**config.mk**
```make
export PLATFORM = sky130hd
export DESIGN_NAME = touch_calibrate_and_pen_events_unit_flat
export DESIGN_NICKNAME = d
export VERILOG_FILES = /design/src/rtl/core/tcpe_pkg.sv /design/src/rtl/core/tcpe_scan_if.sv /design/src/rtl/core/tcpe_report_if.sv /design/src/rtl/core/tcpe_lane.sv /design/src/rtl/core/tcpe_merge.sv /design/src/rtl/core/touch_calibrate_and_pen_events_unit.sv /design/src/flat_wrapper.sv
export SDC_FILE = /design/constraint.sdc
export NUM_CORES = 1
export LEC_CHECK = 0
export BUFFER_PORTS_ARGS = -buffer_cell sky130_fd_sc_hd__buf_2
export CAP_MARGIN = 20
export CORE_UTILIZATION = 40
export CTS_CLUSTER_DIAMETER = 120
export CTS_CLUSTER_SIZE = 25
export DETAILED_ROUTE_END_ITERATION = 8
export PLACE_DENSITY = 0.68
export SYNTH_ARGS = -nofsm -noshare
export SYNTH_HDL_FRONTEND = slang
export SYNTH_SLANG_ARGS = --single-unit
```
**constraint.sdc**
```tcl
create_clock -name clk -period 4.9 [get_ports clk]
set_input_delay 0.49 -clock clk [delete_from_list [all_inputs] [get_ports clk]]
set_output_delay 0.49 -clock clk [all_outputs]
set_load 0.05 [all_outputs]
```
**src/rtl/core/tcpe_pkg.sv**
```systemverilog
// Package for the touch calibration and pen event unit.
// Holds widths, register indexes, orientation codes and the lane and merge structs.
// No dependencies; every other file takes names from here by scope.
package tcpe_pkg;

  localparam int ADC_BITS   = 10;
  localparam int RES_BITS   = 11;
  localparam int PRESS_BITS = 10;
  localparam int PROD_BITS  = ADC_BITS + RES_BITS;
  localparam int STEP_BITS  = $clog2(RES_BITS);
  localparam int CFG_IDX_BITS  = 3;
  localparam int CFG_DATA_BITS = RES_BITS;

  localparam logic [CFG_IDX_BITS-1:0] REG_OFFSET_X      = 3'd0;
  localparam logic [CFG_IDX_BITS-1:0] REG_OFFSET_Y      = 3'd1;
  localparam logic [CFG_IDX_BITS-1:0] REG_ADC_TOP_X     = 3'd2;
  localparam logic [CFG_IDX_BITS-1:0] REG_ADC_TOP_Y     = 3'd3;
  localparam logic [CFG_IDX_BITS-1:0] REG_SCREEN_WIDTH  = 3'd4;
  localparam logic [CFG_IDX_BITS-1:0] REG_SCREEN_HEIGHT = 3'd5;
  localparam logic [CFG_IDX_BITS-1:0] REG_ORIENT_MODE   = 3'd6;

  localparam logic [1:0] ORIENT_PLAIN     = 2'd0;
  localparam logic [1:0] ORIENT_SWAP_FLIP = 2'd1;
  localparam logic [1:0] ORIENT_FLIP_Y    = 2'd2;

  localparam logic [ADC_BITS-1:0] RST_OFFSET_X      = 10'd80;
  localparam logic [ADC_BITS-1:0] RST_OFFSET_Y      = 10'd100;
  localparam logic [ADC_BITS-1:0] RST_ADC_TOP_X     = 10'd960;
  localparam logic [ADC_BITS-1:0] RST_ADC_TOP_Y     = 10'd930;
  localparam logic [RES_BITS-1:0] RST_SCREEN_WIDTH  = 11'd240;
  localparam logic [RES_BITS-1:0] RST_SCREEN_HEIGHT = 11'd320;
  localparam logic [1:0]          RST_ORIENT_MODE   = ORIENT_SWAP_FLIP;

  typedef struct packed {
    logic                start;
    logic                flip;
    logic [ADC_BITS-1:0] raw;
    logic [ADC_BITS-1:0] low;
    logic [ADC_BITS-1:0] top;
    logic [RES_BITS-1:0] res;
  } lane_req_t;

  typedef struct packed {
    logic                done;
    logic [RES_BITS-1:0] pos;
  } lane_rsp_t;

  typedef struct packed {
    logic                  load;
    logic                  release_evt;
    logic [PRESS_BITS-1:0] pressure;
  } merge_ctl_t;

endpackage

```
**src/rtl/core/tcpe_scan_if.sv**
```systemverilog
// Scan request channel: valid, ready and one panel scan.
// Depends on tcpe_pkg for field widths.
interface tcpe_scan_if;
  logic                            valid;
  logic                            ready;
  logic [tcpe_pkg::ADC_BITS-1:0]   raw_x;
  logic [tcpe_pkg::ADC_BITS-1:0]   raw_y;
  logic [tcpe_pkg::PRESS_BITS-1:0] raw_pressure;
  logic                            pen_raised;
  logic                            skip_sample;

  modport source (output valid, raw_x, raw_y, raw_pressure, pen_raised, skip_sample,
                  input ready);
  modport sink (input valid, raw_x, raw_y, raw_pressure, pen_raised, skip_sample,
                output ready);
endinterface

```
**src/rtl/core/tcpe_report_if.sv**
```systemverilog
// Report request channel: valid, ready and one pen event.
// Depends on tcpe_pkg for field widths.
interface tcpe_report_if;
  logic                            valid;
  logic                            ready;
  logic [tcpe_pkg::RES_BITS-1:0]   pos_x;
  logic [tcpe_pkg::RES_BITS-1:0]   pos_y;
  logic [tcpe_pkg::PRESS_BITS-1:0] pressure_out;
  logic                            is_release;

  modport source (output valid, pos_x, pos_y, pressure_out, is_release, input ready);
  modport sink (input valid, pos_x, pos_y, pressure_out, is_release, output ready);
endinterface

```
**src/rtl/core/tcpe_lane.sv**
```systemverilog
// One calibration lane: offset, multiply, serial restoring divide, clamp and flip.
// Depends on tcpe_pkg for widths and the lane request and response structs.
module tcpe_lane (
  input  logic                clk,
  input  logic                rst,
  input  tcpe_pkg::lane_req_t req,
  output tcpe_pkg::lane_rsp_t rsp
);

  typedef enum logic [1:0] {L_IDLE, L_MUL, L_DIV, L_FIN} lane_state_t;

  lane_state_t                       state;
  logic [tcpe_pkg::ADC_BITS-1:0]     diff;
  logic [tcpe_pkg::ADC_BITS-1:0]     span;
  logic                              span_ok;
  logic [tcpe_pkg::RES_BITS-1:0]     res;
  logic                              flip;
  logic                              sat;
  logic [tcpe_pkg::ADC_BITS-1:0]     rem;
  logic [tcpe_pkg::RES_BITS-1:0]     quo;
  logic [tcpe_pkg::STEP_BITS-1:0]    cnt;
  logic [tcpe_pkg::RES_BITS-1:0]     pos;
  logic                              done;

  logic [tcpe_pkg::PROD_BITS-1:0]    prod;
  logic [tcpe_pkg::ADC_BITS:0]       trial;
  logic                              fits;
  logic [tcpe_pkg::RES_BITS-1:0]     fin_val;
  logic [tcpe_pkg::RES_BITS-1:0]     fin_pos;

  assign prod    = tcpe_pkg::PROD_BITS'(diff) * tcpe_pkg::PROD_BITS'(res);
  assign trial   = {rem, quo[tcpe_pkg::RES_BITS-1]};
  assign fits    = trial >= {1'b0, span};
  assign fin_val = sat ? res - tcpe_pkg::RES_BITS'(1) : quo;
  assign fin_pos = flip ? res - fin_val - tcpe_pkg::RES_BITS'(1) : fin_val;

  assign rsp.done = done;
  assign rsp.pos  = pos;

  always_ff @(posedge clk) begin
    if (rst) begin
      state <= L_IDLE;
      done  <= 1'b0;
      cnt   <= '0;
    end else begin
      done <= 1'b0;
      case (state)
        L_IDLE: begin
          if (req.start) begin
            diff    <= (req.raw > req.low) ? req.raw - req.low : '0;
            span    <= req.top - req.low;
            span_ok <= req.top > req.low;
            res     <= req.res;
            flip    <= req.flip;
            state   <= L_MUL;
          end
        end
        L_MUL: begin
          // A quotient at or above the resolution is the same test as diff >= span.
          sat   <= !span_ok || (res == '0) || (diff >= span);
          rem   <= prod[tcpe_pkg::PROD_BITS-1 -: tcpe_pkg::ADC_BITS];
          quo   <= prod[tcpe_pkg::RES_BITS-1:0];
          cnt   <= '0;
          state <= L_DIV;
        end
        L_DIV: begin
          rem <= fits ? tcpe_pkg::ADC_BITS'(trial - {1'b0, span})
                      : trial[tcpe_pkg::ADC_BITS-1:0];
          quo <= {quo[tcpe_pkg::RES_BITS-2:0], fits};
          cnt <= cnt + tcpe_pkg::STEP_BITS'(1);
          if (cnt == tcpe_pkg::STEP_BITS'(tcpe_pkg::RES_BITS - 1)) begin
            state <= L_FIN;
          end
        end
        L_FIN: begin
          pos   <= fin_pos;
          done  <= 1'b1;
          state <= L_IDLE;
        end
        default: begin
          state <= L_IDLE;
        end
      endcase
    end
  end

endmodule

```
**src/rtl/core/tcpe_merge.sv**
```systemverilog
// Merge stage: combines the two lane results into one event and holds it
// in the output register. Depends on tcpe_pkg and tcpe_report_if.
module tcpe_merge (
  input  logic                           clk,
  input  logic                           rst,
  input  tcpe_pkg::merge_ctl_t           ctl,
  input  logic [tcpe_pkg::RES_BITS-1:0]  lane_x_pos,
  input  logic [tcpe_pkg::RES_BITS-1:0]  lane_y_pos,
  output logic                           free,
  tcpe_report_if.source                  report
);

  assign free = !report.valid || report.ready;

  always_ff @(posedge clk) begin
    if (rst) begin
      report.valid <= 1'b0;
    end else if (free && ctl.load) begin
      report.valid        <= 1'b1;
      report.is_release   <= ctl.release_evt;
      report.pos_x        <= ctl.release_evt ? '0 : lane_x_pos;
      report.pos_y        <= ctl.release_evt ? '0 : lane_y_pos;
      report.pressure_out <= ctl.release_evt ? '0 : ctl.pressure;
    end else if (report.ready) begin
      report.valid <= 1'b0;
    end
  end

endmodule

```
**src/rtl/core/touch_calibrate_and_pen_events_unit.sv**
```systemverilog
// Touch calibration and pen event unit: top level with configuration registers and control.
// A pen-down scan runs through both lanes (two lanes, 11-step serial divide) before its event is staged;
// a release event is staged directly; the next scan is taken the cycle after the event is handed over.
// Synchronous active-high reset restores the register defaults and clears the touch flag.
// Depends on tcpe_pkg, tcpe_scan_if, tcpe_report_if, tcpe_lane and tcpe_merge.
module touch_calibrate_and_pen_events_unit (
  input  logic                                clk,
  input  logic                                rst,
  input  logic                                cfg_write,
  input  logic [tcpe_pkg::CFG_IDX_BITS-1:0]   cfg_index,
  input  logic [tcpe_pkg::CFG_DATA_BITS-1:0]  cfg_data,
  tcpe_scan_if.sink                           scan,
  tcpe_report_if.source                       report
);

  typedef enum logic [1:0] {S_IDLE, S_BUSY, S_EMIT} top_state_t;

  top_state_t                        state;
  logic                              touch_valid;
  logic [tcpe_pkg::ADC_BITS-1:0]     offset_x;
  logic [tcpe_pkg::ADC_BITS-1:0]     offset_y;
  logic [tcpe_pkg::ADC_BITS-1:0]     adc_top_x;
  logic [tcpe_pkg::ADC_BITS-1:0]     adc_top_y;
  logic [tcpe_pkg::RES_BITS-1:0]     screen_width;
  logic [tcpe_pkg::RES_BITS-1:0]     screen_height;
  logic [1:0]                        orient_mode;
  logic                              lane_start;
  logic [tcpe_pkg::ADC_BITS-1:0]     lane_x_raw;
  logic [tcpe_pkg::ADC_BITS-1:0]     lane_y_raw;
  logic                              flip_x;
  logic                              flip_y;
  logic                              stage_release;
  logic [tcpe_pkg::PRESS_BITS-1:0]   stage_pressure;

  logic                              accept;
  logic                              swap;
  logic                              merge_free;
  tcpe_pkg::lane_req_t               req_x;
  tcpe_pkg::lane_req_t               req_y;
  tcpe_pkg::lane_rsp_t               rsp_x;
  tcpe_pkg::lane_rsp_t               rsp_y;
  tcpe_pkg::merge_ctl_t              mctl;

  assign scan.ready = (state == S_IDLE);
  assign accept     = scan.valid && scan.ready;
  assign swap       = (orient_mode == tcpe_pkg::ORIENT_SWAP_FLIP);

  assign req_x.start = lane_start;
  assign req_x.flip  = flip_x;
  assign req_x.raw   = lane_x_raw;
  assign req_x.low   = offset_x;
  assign req_x.top   = adc_top_x;
  assign req_x.res   = screen_width;

  assign req_y.start = lane_start;
  assign req_y.flip  = flip_y;
  assign req_y.raw   = lane_y_raw;
  assign req_y.low   = offset_y;
  assign req_y.top   = adc_top_y;
  assign req_y.res   = screen_height;

  assign mctl.load        = (state == S_EMIT);
  assign mctl.release_evt = stage_release;
  assign mctl.pressure    = stage_pressure;

  tcpe_lane u_lane_x (.clk(clk), .rst(rst), .req(req_x), .rsp(rsp_x));
  tcpe_lane u_lane_y (.clk(clk), .rst(rst), .req(req_y), .rsp(rsp_y));

  tcpe_merge u_merge (
    .clk        (clk),
    .rst        (rst),
    .ctl        (mctl),
    .lane_x_pos (rsp_x.pos),
    .lane_y_pos (rsp_y.pos),
    .free       (merge_free),
    .report     (report)
  );

  always_ff @(posedge clk) begin
    if (rst) begin
      state         <= S_IDLE;
      touch_valid   <= 1'b0;
      lane_start    <= 1'b0;
      offset_x      <= tcpe_pkg::RST_OFFSET_X;
      offset_y      <= tcpe_pkg::RST_OFFSET_Y;
      adc_top_x     <= tcpe_pkg::RST_ADC_TOP_X;
      adc_top_y     <= tcpe_pkg::RST_ADC_TOP_Y;
      screen_width  <= tcpe_pkg::RST_SCREEN_WIDTH;
      screen_height <= tcpe_pkg::RST_SCREEN_HEIGHT;
      orient_mode   <= tcpe_pkg::RST_ORIENT_MODE;
    end else begin
      lane_start <= 1'b0;
      if (cfg_write) begin
        case (cfg_index)
          tcpe_pkg::REG_OFFSET_X:      offset_x      <= cfg_data[tcpe_pkg::ADC_BITS-1:0];
          tcpe_pkg::REG_OFFSET_Y:      offset_y      <= cfg_data[tcpe_pkg::ADC_BITS-1:0];
          tcpe_pkg::REG_ADC_TOP_X:     adc_top_x     <= cfg_data[tcpe_pkg::ADC_BITS-1:0];
          tcpe_pkg::REG_ADC_TOP_Y:     adc_top_y     <= cfg_data[tcpe_pkg::ADC_BITS-1:0];
          tcpe_pkg::REG_SCREEN_WIDTH:  screen_width  <= cfg_data;
          tcpe_pkg::REG_SCREEN_HEIGHT: screen_height <= cfg_data;
          tcpe_pkg::REG_ORIENT_MODE:   orient_mode   <= cfg_data[1:0];
          default: ;
        endcase
      end
      case (state)
        S_IDLE: begin
          if (accept) begin
            if (scan.pen_raised) begin
              if (touch_valid) begin
                touch_valid    <= 1'b0;
                stage_release  <= 1'b1;
                stage_pressure <= '0;
                state          <= S_EMIT;
              end
            end else if (!scan.skip_sample) begin
              lane_x_raw     <= swap ? scan.raw_y : scan.raw_x;
              lane_y_raw     <= swap ? scan.raw_x : scan.raw_y;
              flip_x         <= swap;
              flip_y         <= swap || (orient_mode == tcpe_pkg::ORIENT_FLIP_Y);
              lane_start     <= 1'b1;
              stage_release  <= 1'b0;
              stage_pressure <= scan.raw_pressure;
              touch_valid    <= 1'b1;
              state          <= S_BUSY;
            end
          end
        end
        S_BUSY: begin
          if (rsp_x.done) begin
            state <= S_EMIT;
          end
        end
        S_EMIT: begin
          if (merge_free) begin
            state <= S_IDLE;
          end
        end
        default: begin
          state <= S_IDLE;
        end
      endcase
    end
  end

  a_lanes_in_step: assert property (@(posedge clk) disable iff (rst)
    rsp_x.done == rsp_y.done)
    else $error("lane completions are out of step");

  a_done_only_busy: assert property (@(posedge clk) disable iff (rst)
    rsp_x.done |-> state == S_BUSY)
    else $error("lane finished outside a busy period");

  a_touch_set: assert property (@(posedge clk) disable iff (rst)
    accept && !scan.pen_raised && !scan.skip_sample |=> touch_valid && state == S_BUSY)
    else $error("pen-down scan did not start the lanes and set the touch flag");

  a_release_clear: assert property (@(posedge clk) disable iff (rst)
    accept && scan.pen_raised |=> !touch_valid)
    else $error("touch flag still set after pen raise");

  a_release_event: assert property (@(posedge clk) disable iff (rst)
    accept && scan.pen_raised && touch_valid |=> state == S_EMIT && stage_release)
    else $error("release request not staged");

endmodule

```
**src/flat_wrapper.sv**
```systemverilog
// flat-port wrapper written by rule: the top's interface ports become plain ports
module touch_calibrate_and_pen_events_unit_flat 
  (clk, rst, cfg_write, cfg_index, cfg_data, scan_valid, scan_raw_x, scan_raw_y, scan_raw_pressure, scan_pen_raised, scan_skip_sample, scan_ready, report_valid, report_pos_x, report_pos_y, report_pressure_out, report_is_release, report_ready);
  tcpe_scan_if scan_i ();
  tcpe_report_if report_i ();
  input  logic clk;
  input  logic rst;
  input  logic cfg_write;
  input  logic [tcpe_pkg::CFG_IDX_BITS-1:0] cfg_index;
  input  logic [tcpe_pkg::CFG_DATA_BITS-1:0] cfg_data;
  input wire logic [$bits(scan_i.valid)-1:0] scan_valid;
  input wire logic [$bits(scan_i.raw_x)-1:0] scan_raw_x;
  input wire logic [$bits(scan_i.raw_y)-1:0] scan_raw_y;
  input wire logic [$bits(scan_i.raw_pressure)-1:0] scan_raw_pressure;
  input wire logic [$bits(scan_i.pen_raised)-1:0] scan_pen_raised;
  input wire logic [$bits(scan_i.skip_sample)-1:0] scan_skip_sample;
  output wire logic [$bits(scan_i.ready)-1:0] scan_ready;
  output wire logic [$bits(report_i.valid)-1:0] report_valid;
  output wire logic [$bits(report_i.pos_x)-1:0] report_pos_x;
  output wire logic [$bits(report_i.pos_y)-1:0] report_pos_y;
  output wire logic [$bits(report_i.pressure_out)-1:0] report_pressure_out;
  output wire logic [$bits(report_i.is_release)-1:0] report_is_release;
  input wire logic [$bits(report_i.ready)-1:0] report_ready;
  assign scan_i.valid = scan_valid;
  assign scan_i.raw_x = scan_raw_x;
  assign scan_i.raw_y = scan_raw_y;
  assign scan_i.raw_pressure = scan_raw_pressure;
  assign scan_i.pen_raised = scan_pen_raised;
  assign scan_i.skip_sample = scan_skip_sample;
  assign scan_ready = scan_i.ready;
  assign report_valid = report_i.valid;
  assign report_pos_x = report_i.pos_x;
  assign report_pos_y = report_i.pos_y;
  assign report_pressure_out = report_i.pressure_out;
  assign report_is_release = report_i.is_release;
  assign report_i.ready = report_ready;
  touch_calibrate_and_pen_events_unit u_core (.clk(clk), .rst(rst), .cfg_write(cfg_write), .cfg_index(cfg_index), .cfg_data(cfg_data), .scan(scan_i), .report(report_i));
endmodule
```
==> impl_metrics.yaml, run 1 <==
run_status:
  status: "complete, but fails checks"
  failed_checks: "setup timing"
sta:
  setup_viol: 14
  final_hold_viol_count: 0
  drv_slew: 0
  skew_ns: 0.02252
  fin_ws_ns: -0.2177
  post-route-period-util_pct: 104.4
  rsz0062_at_grt: "true"
  max-slew-margin-rel_pct: 31.10
  finalCriticalPeriod_ns: 5.118
  fmax_mhz: 195.4
  worstMarginPinSlew_ns: 1.031
synth:
  synthCells: 2319
  syn_nets: 2747
  synth_cell_types: 69
  ys_ff_latch: 280
  ys_seq_area_share_pct: 33.78
  synth-edff-count: 198
  netlist_area_mm2: 0.02246
  ys.flop_type: "edfxtp_1"
  avgSynthCellArea_um2: 9.686
  async_reset_ff_share_pct: 0
  ys_warn_count: 0
pwr:
  p_seq_share_pct: 39.4
  p_switching_w: 0.002541
  power_w: 0.007378
  swShare_pct: 34.44
  pwr-share-comb_pct: 40.2
  irDropWorstVdd_uv: 221.7
  powerDensity_mw_per_mm2: 284.7
  p_int_w: 0.004838
  p_clk_share_pct: 20.4
  p_leak_nw: 11.13
routing:
  drt_wl_total_mm: 54.21
  vias: 16840
  wl_per_cell_um: 16.60
  routed_via_density: 5.155
  dr.pass1.iters: 5
  drc: 0
  drt_iter0_markers: 1015
  highest_layer: "met5"
  dr_wl_met3_mm: 2.190
  wl_met2_mm: 27.00
  antenna_left: 0
  wl_met1_mm: 23.62
floorplanning:
  design.core.area_mm2: 0.05531
  dieArea_mm2: 0.05711
  ios: 86
  initial_core_util_pct: 40.61
  die_w_um: 239.0
  die_height_um: 239.0
  row_count: 86
placement:
  dp.final_hpwl_mm: 43.01
  gp_congestion: 0.8732
  port_buffers: 85
  placed_cell_area_mm2: 0.02456
global_route:
  grt_usage_pct: 19.36
  grt_max_degree: 81
  antenna_found_initial: 3
  grt_pass1_vias: 17660
  grt_first_pass_wirelength_mm: 89.25
  overflow: 0
clock_tree:
  clock_latency_ns: 0.53
  cts.sinks: 280
  cts_max_level: 1
  cts-root-buf: "clkbuf_16"
  clock_path_buffers: 3
  cts_buffers: 16
  path_clk_slew_ns: 0.11
  tritoncts: "done"
worst_setup_path:
  cp_data_arrival_time_ns: 5.40
  cp-end-kind: "flip-flop"
  path_class: "flip-flop to flip-flop"
  required_ns: 5.18
  crit_path_start_kind: "flip-flop"
  crit_fanout: 5
job:
  drv_cap: 0
cells_and_area:
  drive_above_1_share_pct: 16.77
  final_net_count: 2934
  utilization_pct: 46.86
  stdcell_area_mm2: 0.02592
  final_cell_mix: "nand2_1 (280), inv_1 (239), ha_1 (212)"
  areaGrowthSynthToFinish_pct: 15.40
  layout_commonest_cell: "nand2_1"
worst_hold_path:
  min_path_type: "input pin to flip-flop"
==> cell usage after synthesis (7+ instances only) <==
cell type / instances / area, um2
a31oi_1: 12 / 75.07
o211ai_1: 9 / 67.56
a21boi_0: 7 / 52.55
nor2_1: 112 / 420.4
nand3b_1: 21 / 157.7
ha_1: 229 / 2865
mux2_2: 32 / 360.4
o31ai_1: 9 / 67.56
fa_1: 148 / 2963
and3_1: 8 / 50.05
nand3_1: 38 / 190.2
xnor2_1: 56 / 490.5
nand4_1: 12 / 75.07
buf_1: 11 / 41.29
and2_1: 127 / 794.5
mux2i_1: 48 / 480.5
nor3_1: 43 / 215.2
xor2_1: 36 / 315.3
clkbuf_1: 74 / 277.8
nand2b_1: 20 / 125.1
nor2b_1: 77 / 481.7
a21oi_1: 121 / 605.6
or3_1: 8 / 50.05
nand2_1: 293 / 1100
edfxtp_1: 198 / 5946
a211o_1: 9 / 78.83
o21ai_0: 100 / 500.5
nor4_1: 7 / 43.79
o21a_1: 14 / 105.1
dfxtp_1: 82 / 1642
a211oi_1: 20 / 150.1
inv_1: 248 / 930.9
a21o_1: 26 / 195.2
==> critical path, cell delays in order, from the launching register on <==
cell and delay [ns]:
edfxtp_1 0.40, buf_6 0.14, nand2_2 0.06, fa_1 0.53, inv_1 0.05, fa_1 0.47
inv_1 0.05, fa_1 0.48, inv_1 0.05, fa_1 0.47, inv_1 0.05, fa_1 0.48
inv_1 0.05, ha_2 0.17, or4_4 0.57, o22ai_4 0.22, o211ai_1 0.17, a31oi_1 0.19
xor2_1 0.20, mux2i_1 0.10
==> what timing repair did <==
action | CTS | global route
hold buffers | 0 | 0
setup endpoints to repair | 18 | 26
cloned | 0 | 0
setup buffers | 31 | 16
endpoints found under the hold margin | 0 | 0
pin swaps | 40 | 52
resized for setup | 47 | 68
==> layout make-up <==
type	instances	area, um2
diodes	2	5.005
clock buffers	23	447.9
multi-input cells	1702	14110
repair buffers	258	1849
clock inverters	5	51.30
inverters	248	930.9
well taps	748	935.9
fillers	5203	29390
flip-flops and latches	280	7587
==> power groups by stage <==
stage | logic, W | registers [W] | clock network, W
finish | 0.00297 | 0.00291 | 0.00150
CTS | 0.00284 | 0.00291 | 0.00154
detailed placement | 0.00271 | 0.00296 | 0
global placement | 0.00264 | 0.00296 | 0
floorplan | 0.00199 | 0.00291 | 0
global route | 0.00332 | 0.00292 | 0.00161
==> registers in the layout (all words and copies together) (netlist names), 10 cells and up <==
signal,flops
u_core.lane_x_raw,10
u_core.u_merge.report.pos_y,11
u_core.u_lane_x.res,11
u_core.u_merge.report.pressure_out,10
u_core.u_lane_x.span,10
u_core.u_lane_y.pos,11
u_core.u_lane_x.quo,11
u_core.u_merge.report.pos_x,11
u_core.screen_width,11
u_core.lane_y_raw,10
u_core.u_lane_y.span,10
u_core.adc_top_y,10
u_core.u_lane_x.rem,10
u_core.offset_x,10
u_core.u_lane_x.diff,10
u_core.u_lane_y.res,11
u_core.u_lane_y.rem,10
u_core.stage_pressure,10
u_core.u_lane_y.quo,11
u_core.screen_height,11
u_core.offset_y,10
u_core.adc_top_x,10
u_core.u_lane_y.diff,10
u_core.u_lane_x.pos,11
==> path summary, 6_finish.rpt <==
path | from | endpoint | slack [ns] | cells after the start
setup / recovery | u_core.u_lane_y.diff[3]$_SDFFCE_PP0P_ | u_core.u_lane_y.rem[7]$_DFFE_PP_ | -0.22 | 19
hold / removal | scan_valid | u_core.touch_valid$_SDFFE_PP0P_ | 0.17 | 2
setup reg to reg | u_core.u_lane_y.diff[3]$_SDFFCE_PP0P_ | u_core.u_lane_y.rem[7]$_DFFE_PP_ | -0.22 | 19
hold reg to reg | u_core.flip_y$_DFFE_PP_ | u_core.u_lane_y.flip$_DFFE_PP_ | 0.43 | 0
==> per-stage QoR <==
step | TNS [ns] | worst slack [ns] | hold WS [ns] | instances
after floorplan | -0.05403 | -0.02367 | 0.4003 | 2319
after global routing | -4.957 | -0.3583 | 0.1698 | 3266
after global placement | -1.647 | -0.1900 | 0.4133 | 3186
after CTS | -0.4627 | -0.1459 | 0.1527 | 3245
after detailed placement | -2.696 | -0.2850 | 0.4045 | 3186
final | -1.091 | -0.2177 | 0.1742 | 3266
==> routing by layer <==
metal	GRT usage [%]	vias to the layer above
li1	-	8227
met1	24.22	8153
met2	34.87	365
met3	2.148	88
met4	5.614	2
met5	0	-
==> cells by family (layout without fill, tap and decap cells) <==
logic type	count (synthesis)	in the layout	share of synthesized area, %
AND/OR/NAND/NOR	789	789	17.38
adder cells (fa/ha/maj)	377	377	25.95
buffers and inverters	337	534	5.682
XOR/XNOR	92	92	3.587
multiplexers	81	81	3.810
AO/OA/AOI/OAI	363	363	9.815
other	0	2	0
flip-flops	280	280	33.78
Note: power is estimated with default switching activity, not from simulation.
==> run 2, diff against run 1 <==
--- a/config.mk
+++ b/config.mk
@@ -14,4 +14,6 @@
 export PLACE_DENSITY = 0.68
+export SETUP_SLACK_MARGIN = 0.02
 export SYNTH_ARGS = -nofsm -noshare
 export SYNTH_HDL_FRONTEND = slang
+export SYNTH_HIERARCHICAL = 1
 export SYNTH_SLANG_ARGS = --single-unit
==> constraint.sdc (replaced) <==
create_clock -name clk -period 4.9 [get_ports clk]
set_input_delay 0.735 -clock clk [delete_from_list [all_inputs] [get_ports clk]]
set_output_delay 0.735 -clock clk [all_outputs]
set_load 0.05 [all_outputs]
==> run 2 against run 1 <==
  * Final cell count fell by 0.18%
  * Core utilization rose by 0.34 points
  * Synthesized cell count fell by 0.69%
  * Global-route usage fell by 0.21 points
  * Via count rose by 0.80%
  * Wire length rose by 4.8%
  * Critical endpoint is now u_core/u_lane_x/rem[8]$_DFFE_PP_
  * The run still ends with setup timing left
  * Non-clock buffer count rose by 14
==> impl_metrics.yaml, run 2 <==
worst_setup_path:
  r2r_setup_slack_ns: -0.13
  path_cells: "buf_6 > buf_4 > buf_6 > and2_4 > fa_1 > inv_2 > fa_1 > inv_1 > fa_1 > inv_1 > fa_1 > inv_2 > ha_4 > ha_4 > nand2_4 > o21ai_4 > a2111oi_4 > or4_4 > o41ai_4 > mux2_4 > o211ai_2"
  cp-end-kind: "flip-flop"
  required_ns: 5.29
  ff2ff_path_depth: 21
  cpMostUsedCell: "fa_1"
  r2r-start: "u_core/u_lane_x/res[6]$_DFFE_PP_"
  crit_fanout: 4
  cp_data_arrival_time_ns: 5.42
  crit_path_start_kind: "flip-flop"
  rr_endpoint: "u_core/u_lane_x/rem[8]$_DFFE_PP_"
  path_class: "flip-flop to flip-flop"
  cp_slowest_cell: "fa_1"
  cpPeakStageDelay_ns: 0.49
placement:
  port_buffers: 85
  gp_congestion: 0.9098
  preCtsSetupSlack_ns: -0.3129
  placed_cell_area_mm2: 0.02519
  dp.final_hpwl_mm: 43.94
global_route:
  grt_usage_pct: 19.14
  grt_max_degree: 49
  grt_pass1_vias: 17260
  antenna_found_initial: 2
  overflow: 0
  grt_first_pass_wirelength_mm: 90.90
worst_hold_path:
  worstHoldStart: "u_core/screen_width[2]$_SDFFE_PP0P_"
  hold_depth: 0
  holdPathEnd: "u_core/u_lane_x/res[2]$_DFFE_PP_"
  min_path_type: "flip-flop to flip-flop"
synth:
  syn_nets: 2729
  synthCells: 2303
  netlist_area_mm2: 0.02302
  ys_warn_count: 6
  avgSynthCellArea_um2: 9.996
clock_tree:
  tritoncts: "done"
  cts_max_level: 1
  clock_latency_ns: 0.53
  cts.sinks: 280
  cts-root-buf: "clkbuf_16"
  clock_path_buffers: 3
  cts_buffers: 15
  ctsHoldBuffers: 0
  path_clk_slew_ns: 0.11
routing:
  antenna_left: 0
  vias: 16970
  dr.pass1.iters: 5
  drt_wl_total_mm: 56.83
  drc: 0
  drt_iter0_markers: 944
  routed_via_density: 5.206
  wl_per_cell_um: 17.43
cells_and_area:
  areaGrowthSynthToFinish_pct: 16.07
  final_net_count: 2920
  stdcell_area_mm2: 0.02672
  nFillCells: 5192
  drive_above_1_share_pct: 19.22
  utilization_pct: 47.21
  regArea_mm2: 0.007587
  final_cell_mix: "inv_1 (235), ha_1 (199), edfxtp_1 (198)"
  multi_input_area_mm2: 0.01485
  layout_commonest_cell: "inv_1"
sta:
  drv_slew: 0
  post-route-period-util_pct: 102.7
  fmax_mhz: 198.7
  rsz0062_at_grt: "true"
  skew_ns: 0.02010
  worstMarginPinSlew_ns: 1.122
  finalCriticalPeriod_ns: 5.034
  fin_hold_ws_ns: 0.4351
  max-slew-margin-rel_pct: 24.38
  final_hold_viol_count: 0
  setup_viol: 9
  fin_ws_ns: -0.1335
run_status:
  status: "complete, but fails checks"
  failed_checks: "setup timing"
pwr:
  powerDensity_mw_per_mm2: 272.8
  p_leak_nw: 11.58
  irDropWorstVdd_uv: 225.8
floorplanning:
  design.core.area_mm2: 0.05660
  ios: 86
  initial_core_util_pct: 40.67
  dieArea_mm2: 0.05852
  die_height_um: 241.9
  row_count: 87
  die_w_um: 241.9
job:
  drv_cap: 0
==> run 2: final cells by class <==
| type | instances | share of cell area [%] |
|---|---|---|
| diodes | 1 | 0.009365 |
| clock buffers | 23 | 1.555 |
| clock inverters | 3 | 0.1171 |
| inverters | 247 | 3.470 |
| multi-input cells | 1678 | 55.57 |
| flip-flops and latches | 280 | 28.39 |
| well taps | 756 | 3.540 |
| repair buffers | 272 | 7.342 |
==> run 2: layer usage <==
| metal | GRT usage [%] | up-vias | wire, um |
|---|---|---|---|
| li1 | - | 8215 | - |
| met3 | 2.271 | 76 | 2504 |
| met1 | 26.02 | 8284 | 26060 |
| met4 | 5.473 | 2 | 1532 |
| met5 | 0 | - | 13 |
| met2 | 32.04 | 393 | 26720 |
==> run 2: report_power, final <==
part	total, W	switching [W]	internal [W]
registers	0.00282	0.0000887	0.00273
logic	0.00303	0.00162	0.00142
clock network	0.00143	0.000823	0.000610
total	0.00729	0.00253	0.00476
==> run 2: worst max-delay path by stage <==
stage,startpoint,end,cells after the start
after floorplan,u_core/u_lane_x/res[7]$_DFFE_PP_,u_core/u_lane_x/rem[8]$_DFFE_PP_,20
after global placement,u_core/u_lane_x/diff[3]$_SDFFCE_PP0P_,u_core/u_lane_x/rem[8]$_DFFE_PP_,19
after detailed placement,u_core/u_lane_x/diff[2]$_SDFFCE_PP0P_,u_core/u_lane_x/rem[8]$_DFFE_PP_,17
after CTS,u_core/u_lane_x/res[6]$_DFFE_PP_,u_core/u_lane_x/rem[8]$_DFFE_PP_,20
after global routing,u_core/u_lane_x/diff[7]$_SDFFCE_PP0P_,u_core/u_lane_x/rem[6]$_DFFE_PP_,16
final,u_core/u_lane_x/res[6]$_DFFE_PP_,u_core/u_lane_x/rem[8]$_DFFE_PP_,21
==> run 2: timing repair <==
action,CTS,global route
buffers inserted,31,18
setup endpoints to repair,19,22
pin swaps,51,56
resized for setup,74,70
==> run 2: critical path: cells and delay by family (launching register included) <==
family | cells | cell delay (ns)
compound gates | 4 | 0.47
fa+ha+maj | 6 | 2.44
buf+inv | 7 | 0.58
flops | 1 | 0.43
mux | 1 | 0.34
simple gates | 3 | 0.65
==> run 2: stage by stage <==
step	total power [W]	setup TNS, ns	instances
6_report	0.007291	-0.6253	3260
2_1_floorplan	0.004649	-0.1221	2303
5_1_grt	0.007725	-3.730	3260
4_1_cts	0.007079	-0.3615	3240
3_5_place_dp	0.005472	-2.675	3183
3_3_place_gp	0.005406	-1.637	3181
